`src/hdl/tcm_pkg.sv`:
```
`timescale 1ns / 1ps

package tcm_pkg;

   localparam int SAMPLE_BITS = 12;
   localparam int COORD_BITS = 12;
   localparam int CSR_DATA_BITS = (SAMPLE_BITS > COORD_BITS) ? SAMPLE_BITS : COORD_BITS;
   localparam int CSR_INDEX_BITS = 3;
   localparam int ORIENT_BITS = 3;
   localparam int PROD_BITS = SAMPLE_BITS + COORD_BITS;

   // Axis pipeline: difference, multiply, range check, one stage per quotient
   // bit, then the clamp stage.
   localparam int AXIS_LATENCY = COORD_BITS + 4;

   localparam int ORIENT_SWAP = 0;
   localparam int ORIENT_INV_X = 1;
   localparam int ORIENT_INV_Y = 2;

   localparam logic [SAMPLE_BITS-1:0] RAW_MIN_RESET = SAMPLE_BITS'(200);
   localparam logic [SAMPLE_BITS-1:0] RAW_MAX_RESET = SAMPLE_BITS'(3900);
   localparam logic [COORD_BITS-1:0] WIDTH_RESET = COORD_BITS'(320);
   localparam logic [COORD_BITS-1:0] HEIGHT_RESET = COORD_BITS'(240);
   localparam logic [ORIENT_BITS-1:0] ORIENT_RESET = '0;
   localparam logic [SAMPLE_BITS-1:0] THRESHOLD_RESET = SAMPLE_BITS'(100);

   typedef enum logic [CSR_INDEX_BITS-1:0] {
      CSR_RAW_X_MIN,
      CSR_RAW_X_MAX,
      CSR_RAW_Y_MIN,
      CSR_RAW_Y_MAX,
      CSR_SCREEN_WIDTH,
      CSR_SCREEN_HEIGHT,
      CSR_ORIENTATION,
      CSR_PRESS_THRESHOLD
   } csr_index_type;

   typedef struct packed {
      logic [SAMPLE_BITS-1:0] raw;
      logic [SAMPLE_BITS-1:0] lo;
      logic [SAMPLE_BITS-1:0] hi;
      logic [COORD_BITS-1:0] size;
      logic invert;
   } axis_in_type;

endpackage

```
`src/hdl/tcm_chan_if.sv`:
```
`timescale 1ns / 1ps

interface tcm_req_if;
   logic valid;
   logic ready;
   logic [tcm_pkg::SAMPLE_BITS-1:0] pressure;
   logic [tcm_pkg::SAMPLE_BITS-1:0] x_first;
   logic [tcm_pkg::SAMPLE_BITS-1:0] y_first;
   logic [tcm_pkg::SAMPLE_BITS-1:0] x_second;
   logic [tcm_pkg::SAMPLE_BITS-1:0] y_second;

   modport source (output valid, pressure, x_first, y_first, x_second, y_second,
                   input ready);
   modport sink (input valid, pressure, x_first, y_first, x_second, y_second,
                 output ready);
endinterface

interface tcm_rsp_if;
   logic valid;
   logic ready;
   logic pressed;
   logic [tcm_pkg::COORD_BITS-1:0] screen_x;
   logic [tcm_pkg::COORD_BITS-1:0] screen_y;

   modport source (output valid, pressed, screen_x, screen_y, input ready);
   modport sink (input valid, pressed, screen_x, screen_y, output ready);
endinterface

```
`src/hdl/touch_coordinate_mapper_top.sv`:
```
`timescale 1ns / 1ps

// Channel   Dir  Ports      Carries
// req_chan  in   tcm_req_if pressure, x_first, y_first, x_second, y_second
// rsp_chan  out  tcm_rsp_if pressed, screen_x, screen_y
// csr_*     in   write port csr_we, csr_index, csr_data
//
// One word is accepted every cycle while req_chan.ready is high; each gives one result word.
// The axis divider develops one quotient bit per stage.
// The whole pipeline advances together; when the output word is not taken, every
// stage holds and req_chan.ready drops.
// Reset is synchronous; it clears the valid bits and loads the register defaults.

module touch_coordinate_mapper_top (
   input  logic clock,
   input  logic reset,
   tcm_req_if.sink req_chan,
   tcm_rsp_if.source rsp_chan,
   input  logic csr_we,
   input  logic [tcm_pkg::CSR_INDEX_BITS-1:0] csr_index,
   input  logic [tcm_pkg::CSR_DATA_BITS-1:0] csr_data
);

   localparam int S = tcm_pkg::SAMPLE_BITS;
   localparam int C = tcm_pkg::COORD_BITS;
   localparam int L = tcm_pkg::AXIS_LATENCY;

   // Configuration registers
   logic [S-1:0] raw_x_min_ff, raw_x_max_ff, raw_y_min_ff, raw_y_max_ff;
   logic [S-1:0] threshold_ff;
   logic [C-1:0] width_ff, height_ff;
   logic [tcm_pkg::ORIENT_BITS-1:0] orient_ff;

   always_ff @(posedge clock) begin
      if (reset) begin
         raw_x_min_ff <= tcm_pkg::RAW_MIN_RESET;
         raw_x_max_ff <= tcm_pkg::RAW_MAX_RESET;
         raw_y_min_ff <= tcm_pkg::RAW_MIN_RESET;
         raw_y_max_ff <= tcm_pkg::RAW_MAX_RESET;
         width_ff <= tcm_pkg::WIDTH_RESET;
         height_ff <= tcm_pkg::HEIGHT_RESET;
         orient_ff <= tcm_pkg::ORIENT_RESET;
         threshold_ff <= tcm_pkg::THRESHOLD_RESET;
      end else if (csr_we) begin
         unique case (tcm_pkg::csr_index_type'(csr_index))
            tcm_pkg::CSR_RAW_X_MIN: raw_x_min_ff <= csr_data[S-1:0];
            tcm_pkg::CSR_RAW_X_MAX: raw_x_max_ff <= csr_data[S-1:0];
            tcm_pkg::CSR_RAW_Y_MIN: raw_y_min_ff <= csr_data[S-1:0];
            tcm_pkg::CSR_RAW_Y_MAX: raw_y_max_ff <= csr_data[S-1:0];
            tcm_pkg::CSR_SCREEN_WIDTH: width_ff <= csr_data[C-1:0];
            tcm_pkg::CSR_SCREEN_HEIGHT: height_ff <= csr_data[C-1:0];
            tcm_pkg::CSR_ORIENTATION: orient_ff <= csr_data[tcm_pkg::ORIENT_BITS-1:0];
            tcm_pkg::CSR_PRESS_THRESHOLD: threshold_ff <= csr_data[S-1:0];
         endcase
      end
   end

   // Global advance: the pipeline moves whenever the output register is free.
   logic en;
   logic rsp_valid_ff;

   assign en = !rsp_valid_ff || rsp_chan.ready;
   assign req_chan.ready = en;

   // Input stage: threshold test and averaging.
   logic s0_valid_ff, s0_pressed_ff;
   logic [S-1:0] s0_ax_ff, s0_ay_ff;
   logic [S:0] sum_x, sum_y;

   assign sum_x = {1'b0, req_chan.x_first} + {1'b0, req_chan.x_second};
   assign sum_y = {1'b0, req_chan.y_first} + {1'b0, req_chan.y_second};

   always_ff @(posedge clock) begin
      if (reset) begin
         s0_valid_ff <= 1'b0;
      end else if (en) begin
         s0_valid_ff <= req_chan.valid;
      end
   end

   always_ff @(posedge clock) begin
      if (en) begin
         s0_pressed_ff <= req_chan.pressure > threshold_ff;
         s0_ax_ff <= sum_x[S:1];
         s0_ay_ff <= sum_y[S:1];
      end
   end

   // Axis routing. In swap mode each raw axis keeps its own calibration span.
   tcm_pkg::axis_in_type x_in, y_in;
   logic swap;

   assign swap = orient_ff[tcm_pkg::ORIENT_SWAP];

   always_comb begin
      x_in.raw = swap ? s0_ay_ff : s0_ax_ff;
      x_in.lo = swap ? raw_y_min_ff : raw_x_min_ff;
      x_in.hi = swap ? raw_y_max_ff : raw_x_max_ff;
      x_in.size = width_ff;
      x_in.invert = orient_ff[tcm_pkg::ORIENT_INV_X];
      y_in.raw = swap ? s0_ax_ff : s0_ay_ff;
      y_in.lo = swap ? raw_x_min_ff : raw_y_min_ff;
      y_in.hi = swap ? raw_x_max_ff : raw_y_max_ff;
      y_in.size = height_ff;
      y_in.invert = orient_ff[tcm_pkg::ORIENT_INV_Y];
   end

   logic [C-1:0] x_coord, y_coord;

   tcm_axis u_axis_x (
      .clock   (clock),
      .en      (en),
      .axis_in (x_in),
      .coord   (x_coord)
   );

   tcm_axis u_axis_y (
      .clock   (clock),
      .en      (en),
      .axis_in (y_in),
      .coord   (y_coord)
   );

   // Valid and pressed bits travel alongside the axis stages.
   logic [L-1:0] vp_ff;
   logic [L-1:0] pp_ff;

   always_ff @(posedge clock) begin
      if (reset) begin
         vp_ff <= '0;
      end else if (en) begin
         vp_ff <= {vp_ff[L-2:0], s0_valid_ff};
      end
   end

   always_ff @(posedge clock) begin
      if (en) begin
         pp_ff <= {pp_ff[L-2:0], s0_pressed_ff};
      end
   end

   // Output register
   logic pressed_ff;
   logic [C-1:0] screen_x_ff, screen_y_ff;

   always_ff @(posedge clock) begin
      if (reset) begin
         rsp_valid_ff <= 1'b0;
      end else if (en) begin
         rsp_valid_ff <= vp_ff[L-1];
      end
   end

   always_ff @(posedge clock) begin
      if (en) begin
         pressed_ff <= pp_ff[L-1];
         screen_x_ff <= pp_ff[L-1] ? x_coord : '0;
         screen_y_ff <= pp_ff[L-1] ? y_coord : '0;
      end
   end

   assign rsp_chan.valid = rsp_valid_ff;
   assign rsp_chan.pressed = pressed_ff;
   assign rsp_chan.screen_x = screen_x_ff;
   assign rsp_chan.screen_y = screen_y_ff;

   a_x_on_screen: assert property (@(posedge clock) disable iff (reset)
      rsp_valid_ff && pressed_ff && (width_ff != '0) |-> screen_x_ff < width_ff)
      else $error("screen_x outside the screen width");

   a_y_on_screen: assert property (@(posedge clock) disable iff (reset)
      rsp_valid_ff && pressed_ff && (height_ff != '0) |-> screen_y_ff < height_ff)
      else $error("screen_y outside the screen height");

   a_stall_holds: assert property (@(posedge clock) disable iff (reset)
      !en |=> $stable(vp_ff) && $stable(s0_valid_ff))
      else $error("pipeline moved during a stall");

   a_accept_enters: assert property (@(posedge clock) disable iff (reset)
      req_chan.valid && req_chan.ready |=> s0_valid_ff)
      else $error("accepted word did not enter the pipeline");

endmodule

```
`src/hdl/tcm_axis.sv`:
```
`timescale 1ns / 1ps

module tcm_axis (
   input  logic clock,
   input  logic en,
   input  tcm_pkg::axis_in_type axis_in,
   output logic [tcm_pkg::COORD_BITS-1:0] coord
);

   localparam int S = tcm_pkg::SAMPLE_BITS;
   localparam int C = tcm_pkg::COORD_BITS;
   localparam int P = tcm_pkg::PROD_BITS;

   typedef struct packed {
      logic neg;
      logic span_ok;
      logic big;
      logic inv;
      logic [S-1:0] rem;
      logic [C-1:0] low;
      logic [C-1:0] quo;
      logic [S-1:0] span;
      logic [C-1:0] size;
   } div_type;

   // Difference stage
   logic [S:0] diff;
   logic [S:0] span_full;
   logic a_neg_ff, a_span_ok_ff, a_inv_ff;
   logic [S-1:0] a_mag_ff, a_span_ff;
   logic [C-1:0] a_size_ff;

   assign diff = {1'b0, axis_in.raw} - {1'b0, axis_in.lo};
   assign span_full = {1'b0, axis_in.hi} - {1'b0, axis_in.lo};

   always_ff @(posedge clock) begin
      if (en) begin
         a_neg_ff <= diff[S];
         a_mag_ff <= diff[S] ? S'(axis_in.lo - axis_in.raw) : diff[S-1:0];
         a_span_ok_ff <= !span_full[S] && (span_full[S-1:0] != '0);
         a_span_ff <= span_full[S-1:0];
         a_size_ff <= axis_in.size;
         a_inv_ff <= axis_in.invert;
      end
   end

   // Multiply stage
   logic b_neg_ff, b_span_ok_ff, b_inv_ff;
   logic [P-1:0] b_prod_ff;
   logic [S-1:0] b_span_ff;
   logic [C-1:0] b_size_ff;

   always_ff @(posedge clock) begin
      if (en) begin
         b_prod_ff <= P'(a_mag_ff) * P'(a_size_ff);
         b_neg_ff <= a_neg_ff;
         b_span_ok_ff <= a_span_ok_ff;
         b_span_ff <= a_span_ff;
         b_size_ff <= a_size_ff;
         b_inv_ff <= a_inv_ff;
      end
   end

   // Range check: a quotient that needs more than C bits is past any screen
   // size, so only C quotient bits are ever developed.
   logic big;
   div_type div_init;
   div_type div_ff [0:C];
   div_type div_in [1:C];

   assign big = b_prod_ff[P-1:C] >= b_span_ff;

   always_comb begin
      div_init.neg = b_neg_ff;
      div_init.span_ok = b_span_ok_ff;
      div_init.big = big;
      div_init.inv = b_inv_ff;
      div_init.rem = big ? '0 : b_prod_ff[P-1:C];
      div_init.low = b_prod_ff[C-1:0];
      div_init.quo = '0;
      div_init.span = b_span_ff;
      div_init.size = b_size_ff;
   end

   // One restoring division step per stage.
   always_comb begin
      logic [S:0] trial;
      logic ge;
      for (int g = 0; g < C; g++) begin
         trial = {div_ff[g].rem, div_ff[g].low[C-1]};
         ge = trial >= {1'b0, div_ff[g].span};
         div_in[g+1] = div_ff[g];
         div_in[g+1].rem = ge ? S'(trial - {1'b0, div_ff[g].span}) : trial[S-1:0];
         div_in[g+1].low = {div_ff[g].low[C-2:0], 1'b0};
         div_in[g+1].quo = {div_ff[g].quo[C-2:0], ge};
      end
   end

   always_ff @(posedge clock) begin
      if (en) begin
         div_ff[0] <= div_init;
         for (int g = 1; g <= C; g++) begin
            div_ff[g] <= div_in[g];
         end
      end
   end

   // Invert and clamp stage
   div_type fin;
   logic zero_v, is_neg, is_big;
   logic [C-1:0] top_val;
   logic [C-1:0] coord_in;
   logic [C-1:0] coord_ff;

   assign fin = div_ff[C];

   always_comb begin
      zero_v = !fin.span_ok || (!fin.big && (fin.quo == '0));
      is_neg = fin.neg && !zero_v;
      is_big = !zero_v && !is_neg && (fin.big || (fin.quo >= fin.size));
      top_val = fin.size - C'(1);
      if (fin.size == '0) begin
         coord_in = '0;
      end else if (!fin.inv) begin
         if (zero_v || is_neg) begin
            coord_in = '0;
         end else if (is_big) begin
            coord_in = top_val;
         end else begin
            coord_in = fin.quo;
         end
      end else begin
         if (zero_v || is_neg) begin
            coord_in = top_val;
         end else if (is_big) begin
            coord_in = '0;
         end else begin
            coord_in = top_val - fin.quo;
         end
      end
   end

   always_ff @(posedge clock) begin
      if (en) begin
         coord_ff <= coord_in;
      end
   end

   assign coord = coord_ff;

endmodule

```
`src/flat_wrapper.sv`:
```
// flat-port wrapper written by rule: the top's interface ports become plain ports
module touch_coordinate_mapper_top_flat 
  (clock, reset, csr_we, csr_index, csr_data, req_chan_valid, req_chan_pressure, req_chan_x_first, req_chan_y_first, req_chan_x_second, req_chan_y_second, req_chan_ready, rsp_chan_valid, rsp_chan_pressed, rsp_chan_screen_x, rsp_chan_screen_y, rsp_chan_ready);
  tcm_req_if req_chan_i ();
  tcm_rsp_if rsp_chan_i ();
  input  logic clock;
  input  logic reset;
  input  logic csr_we;
  input  logic [tcm_pkg::CSR_INDEX_BITS-1:0] csr_index;
  input  logic [tcm_pkg::CSR_DATA_BITS-1:0] csr_data;
  input wire logic [$bits(req_chan_i.valid)-1:0] req_chan_valid;
  input wire logic [$bits(req_chan_i.pressure)-1:0] req_chan_pressure;
  input wire logic [$bits(req_chan_i.x_first)-1:0] req_chan_x_first;
  input wire logic [$bits(req_chan_i.y_first)-1:0] req_chan_y_first;
  input wire logic [$bits(req_chan_i.x_second)-1:0] req_chan_x_second;
  input wire logic [$bits(req_chan_i.y_second)-1:0] req_chan_y_second;
  output wire logic [$bits(req_chan_i.ready)-1:0] req_chan_ready;
  output wire logic [$bits(rsp_chan_i.valid)-1:0] rsp_chan_valid;
  output wire logic [$bits(rsp_chan_i.pressed)-1:0] rsp_chan_pressed;
  output wire logic [$bits(rsp_chan_i.screen_x)-1:0] rsp_chan_screen_x;
  output wire logic [$bits(rsp_chan_i.screen_y)-1:0] rsp_chan_screen_y;
  input wire logic [$bits(rsp_chan_i.ready)-1:0] rsp_chan_ready;
  assign req_chan_i.valid = req_chan_valid;
  assign req_chan_i.pressure = req_chan_pressure;
  assign req_chan_i.x_first = req_chan_x_first;
  assign req_chan_i.y_first = req_chan_y_first;
  assign req_chan_i.x_second = req_chan_x_second;
  assign req_chan_i.y_second = req_chan_y_second;
  assign req_chan_ready = req_chan_i.ready;
  assign rsp_chan_valid = rsp_chan_i.valid;
  assign rsp_chan_pressed = rsp_chan_i.pressed;
  assign rsp_chan_screen_x = rsp_chan_i.screen_x;
  assign rsp_chan_screen_y = rsp_chan_i.screen_y;
  assign rsp_chan_i.ready = rsp_chan_ready;
  touch_coordinate_mapper_top u_core (.clock(clock), .reset(reset), .req_chan(req_chan_i), .rsp_chan(rsp_chan_i), .csr_we(csr_we), .csr_index(csr_index), .csr_data(csr_data));
endmodule
```
`config.mk`:
```
export PLATFORM = sky130hd
export DESIGN_NAME = touch_coordinate_mapper_top_flat
export DESIGN_NICKNAME = d
export VERILOG_FILES = /design/src/hdl/tcm_pkg.sv /design/src/hdl/tcm_chan_if.sv /design/src/hdl/touch_coordinate_mapper_top.sv /design/src/hdl/tcm_axis.sv /design/src/flat_wrapper.sv
export SDC_FILE = /design/constraint.sdc
export NUM_CORES = 2
export LEC_CHECK = 0
export ABC_CLOCK_PERIOD_IN_PS = 55600
export BUFFER_PORTS_ARGS = -buffer_cell sky130_fd_sc_hd__buf_4
export CORE_MARGIN = 10
export CORE_UTILIZATION = 30
export CTS_BUF_LIST = sky130_fd_sc_hd__clkbuf_2
export DETAILED_ROUTE_END_ITERATION = 12
export PLACE_DENSITY = 0.5
export SETUP_SLACK_MARGIN = 0.4
export SLEW_MARGIN = 20
export SYNTH_ARGS = -nofsm -noshare
export SYNTH_HDL_FRONTEND = slang
export SYNTH_SLANG_ARGS = --single-unit
```
`constraint.sdc`:
```
create_clock -name clock -period 55.6 [get_ports clock]
set_input_delay 8.34 -clock clock [delete_from_list [all_inputs] [get_ports clock]]
set_output_delay 8.34 -clock clock [all_outputs]
set_load 0.02 [all_outputs]
```
Yosys cells after proc, flatten, opt, wreduce, memory -nomap -nowiden. Memory sizes are Yosys's and may differ from the RTL's. Index checks and enable logic that the tools add are counted.

Flip-flop bits (word level): 375. Latch bits: 0. RAM bits: 1664. Bits in read-only memories: 0. Input bits: 80. Output and inout port bits: 27. Logic and storage cells: 209. Memories: 2.

Add/sub/neg operators: 36. Multiply operators: 2. Divide/modulo/power cells: 0. Order comparisons: 29. Equal/unequal tests: 7. Shifts and indexed selects: 0. Mux-type cells: 46. Bitwise gates (word level): 0. Reductions and logical operators: 43.

Memories: u_core.u_axis_x.div_ff (depth 13, bits a word 64, read ports 13, clocked after Yosys merged registers in 0, write ports 13, line tcm_axis.sv:68) `div_type div_ff [0:C];`; u_core.u_axis_y.div_ff (depth 13, bits a word 64, read ports 13, clocked after Yosys merged registers in 0, write ports 13, line tcm_axis.sv:68).

Operator list (count): 12-bit two-way mux (44); 12-bit subtractor (28); 13-bit by 12-bit greater-or-equal comparator with 1-bit output (24); 12-bit by 12-bit subtractor with 13-bit output (4); 12-bit greater-or-equal comparator (4); 12-bit logical NOT (4); 12-bit by 12-bit multiplier with 24-bit output (2); 12-bit by 12-bit adder with 13-bit output (2); 12-bit nonzero test (2); 12-bit by 1-bit subtractor with 12-bit output (second input constant) (2); 2-bit AND reduction (8); 3-bit equality test (second input constant) (4); 12-bit greater-than comparator (1); 1-bit logical NOT (11); 1-bit logical AND (10); 1-bit logical OR (7); 3-bit by 2-bit equality test with 1-bit output (second input constant) (2); 3-bit by 1-bit equality test with 1-bit output (second input constant) (1); 3-bit logical NOT (1); 1-bit two-way mux (2).

Longest topological paths before layout. An unclocked memory read counts as a cell.

Depth in word-level cells: 12. Gate-level depth with buffers: 21. Gate-level depth less buffers: 20.

By module. A second synthesis with hierarchy kept.

Cell total of the unflattened synthesis: 6797. Area, all modules: 86280.2 um^2.

Modules (own cells, without submodules): tcm_axis (u_core.u_axis_x) (times used 1, cells each 2985, area an instance 39150.0 um^2, seq. area each 22641.7 um^2); tcm_axis (u_core.u_axis_y) (times used 1, cells each 2972, area an instance 39004.9 um^2, seq. area each 22641.7 um^2); touch_coordinate_mapper_top (times used 1, cells each 840, area an instance 8125.3 um^2, seq. area each 4083.9 um^2).

Worst setup path before layout. No wires, ideal clock.

Path kind: input-to-output. Start point: in rsp_chan_ready. End point: out req_chan_ready. Data arrival time: 51.291 ns. Required time: 47.260 ns. Slack: -4.031 ns. Stages: 4. Buffers on the path: 2. Cells stage by stage: nor2b_1 clkbuf_1 clkinv_1 clkbuf_1.

Longest elaborated chain between the ends: 1.

RTL lines: from (decl) (line flat_wrapper.sv:22) `input wire logic [$bits(rsp_chan_i.ready)-1:0] rsp_chan_ready;`; 1-bit logical OR (line touch_coordinate_mapper_top.sv:62) `assign en = !rsp_valid_ff || rsp_chan.ready;`; to (decl) (line flat_wrapper.sv:17) `output wire logic [$bits(req_chan_i.ready)-1:0] req_chan_ready;`.

No other way between the ends.

Final worst setup path. Ends and elaborated chain as after synthesis.

==> qor.yml <==
status: "finished clean"
netlist_top_cells_count: "1574 x edfxtp_1, 854 x inv_1, 588 x ha_1"
gp_congestion: 0.846
placed_cells: 10300
syn_to_final_growth_pct: 10.7
antenna_left: 0
start_util_pct: 30.1
cts_resized: 0
die_y_um: 552
crit_path_end_kind: "output port"
cts_hold_buffers: 0
period_minus_slack_ns: 17.75
clk_latency_ns: 1.55
synthesis.nets: 7438
cp.required_ns: 47.26
worst_slack_ns: 37.85
max_slew_margin_pct: 28.6
skew_ns: 0.179
cp_slowest_cell: "buf_4"
cp-start-kind: "input pin"
tightest_slew_ns: 1.07
synth_edf_count: 1574
rr_startpoint: "u_core.rsp_chan.valid$_SDFFE_PP0P_"
place_ws_ns: 37.87
dr.pass1.iters: 6
synth-seq-cells: 1679
peakVddDrop_v: 0.0000778
synthFlopType: "edfxtp_1"
core_sq_um: 282000
fin_cells: 11000
synth_largest_area_cell: "edfxtp_1"
avgViaCountPerCell: 4.45
vias: 49100
die_x_um: 552
power_mw: 4.98
tns_ns: 0
synth_area_leaders: "edfxtp_1 56%, ha_1 8.7%, fa_1 5.5%, inv_1 3.8%, mux2_2 2.8%"
cts_setup_buffers: 0
drc: 0
hold_slack_ns: 0.251
cp_num_buf_inv: 4
grt_overflow_total: 0
io_pins: 107
final_hold_viol_count: 0
max_cap_violations: 0
holdCritPathClass: "reg2reg"
critical_path_class: "in2out"
hold_start: "u_core.u_axis_y.b_prod_ff[1]$_DFFE_PP_"
place_hpwl_um: 120000
crit_path_frequent_cell: "buf_4"
synth_cell_types: 85
row_count: 195
fp.dieArea_sq_um: 305000
arrival_ns: 9.41
synthArstFlopShare_pct: 0
wl_um: 168000
cts-root-buf: "clkbuf_2"
layout-drive-gt1-share_pct: 14.7
powerDensity_nw_per_um2: 53.0
synth_most_common_cell: "edfxtp_1"
yosysSeqAreaShare_pct: 58.1
drt_iter0_markers: 2530
nets: 7871
crit_family: "buffers and inverters"
synth_area_sq_um: 85000
grt_usage_pct: 10.8
grt_max_degree: 196
htreeDepth: 5
wl_per_cell_um: 15.3
clk_pin_slew_ns: 0.10
worstPathCellList: "buf_4 > nor2b_1 > buf_4 > inv_8 > buf_4"
cts_buffers: 429
p_leak_nw: 40.7
max_freq_ghz: 0.0563
rsz0062_at_grt: "false"
grt_pass1_vias: 51800
cts_sinks: 1679
yosysWarnings: 0
numPortBuffers: 106
cpPeakStageDelay_ns: 0.29
grt_first_pass_wirelength_um: 273000
setup_viol_count_final: 0
postSynthCellCount: 6538
avgSynthCellArea_sq_um: 13.0
yosysTopAreaCellShare_pct: 55.6
fin_crit_sh_pct: 31.9
clock_path_buffers: 4
crit_path_max_fanout: 52
drv_slew: 0
cts_tree: "done"
antenna_found_initial: 12
cp-startpoint: "rsp_chan_ready"
final.fill_count: 28000
==> cell families after synthesis <==
group | after synthesis | share of synthesized area [%]
adders and majority gates | 820 | 14.1
buffers and inverters | 990 | 4.45
AOI/OAI and AO/OA | 998 | 7.80
xor gates and xnor gates | 296 | 3.05
DFF | 1679 | 58.1
muxes | 350 | 4.52
and+or+nand+nor | 1405 | 7.98
==> layer usage <==
metal  GRT usage (%)  up-vias  wire [um]
met5               0        -         80
met4            4.51       12       6010
met3            2.25      420       7290
met2            18.0     1001      79300
met1            13.6    23300      75600
li1                -    24400          -
==> worst register-to-register path, delay by kind of cell (launching register included) <==
family,cells,cell delay [ns]
flip-flops,1,0.32
AND/OR/NAND/NOR,1,0.13
buffers and inverters,9,5.92
==> worst paths after layout <==
path | endpoint | slack, ns | cells after the start
max | req_chan_ready | 37.85 | 5
min | u_core.u_axis_y.div_ff[0][37]$_DFFE_PP_ | 0.25 | 0
max reg2reg | u_core.u_axis_x.div_ff[1][211]$_DFFE_PP_ | 48.87 | 10
min reg2reg | u_core.u_axis_y.div_ff[0][37]$_DFFE_PP_ | 0.25 | 0
==> power by group <==
part / switching [mW] / internal [mW] / total [mW]
registers: 0.167 / 1.77 / 1.93
clock network: 0.491 / 0.335 / 0.826
logic: 1.21 / 1.01 / 2.22
total: 1.87 / 3.12 / 4.98
==> layout make-up <==
cell class | instances | area (sq um) | share of cell area, %
clock inverter | 138 | 851 | 0.904
antenna | 7 | 17.5 | 0.0186
tap | 3743 | 4680 | 4.98
sequential | 1679 | 49400 | 52.5
timing repair buffer | 136 | 1050 | 1.12
inverter | 856 | 3220 | 3.42
clock buffer | 600 | 3000 | 3.19
multi-input combinational | 3869 | 31900 | 33.9
==> registers in the layout, summed over array words and instances (netlist names), 16 cells and up <==
signal and flops:
u_core.pp_ff 16, u_core.u_axis_x.b_prod_ff 24, u_core.u_axis_x.div_ff 652, u_core.u_axis_y.b_prod_ff 24, u_core.u_axis_y.div_ff 652, u_core.vp_ff 16
==> cell usage in the layout, fill, tap and decap left out, drive strengths merged, types with 92 or more instances in the layout <==
cell type  netlist  final
a21o           139    139
a21oi          314    314
and2           185    185
buf             27    136
clkbuf         107    600
clkinv           1    114
dfxtp          105    105
edfxtp        1574   1574
fa             232    232
ha             588    588
inv            855    866
mux2           229    229
mux2i          121    121
nand2          534    534
nor2           228    228
nor3            92     92
o21ai          163    163
xnor2          210    210
==> metrics by stage <==
step | instance area, sq um | utilization [%]
after floorplan | 85000 | -
after global routing | 94100 | 33.4
after CTS | 94000 | 33.3
after global placement | 90200 | 32.0
after detailed placement | 90200 | 32.0
final | 94100 | 33.4
Note: power is estimated with default switching activity, not from simulation.
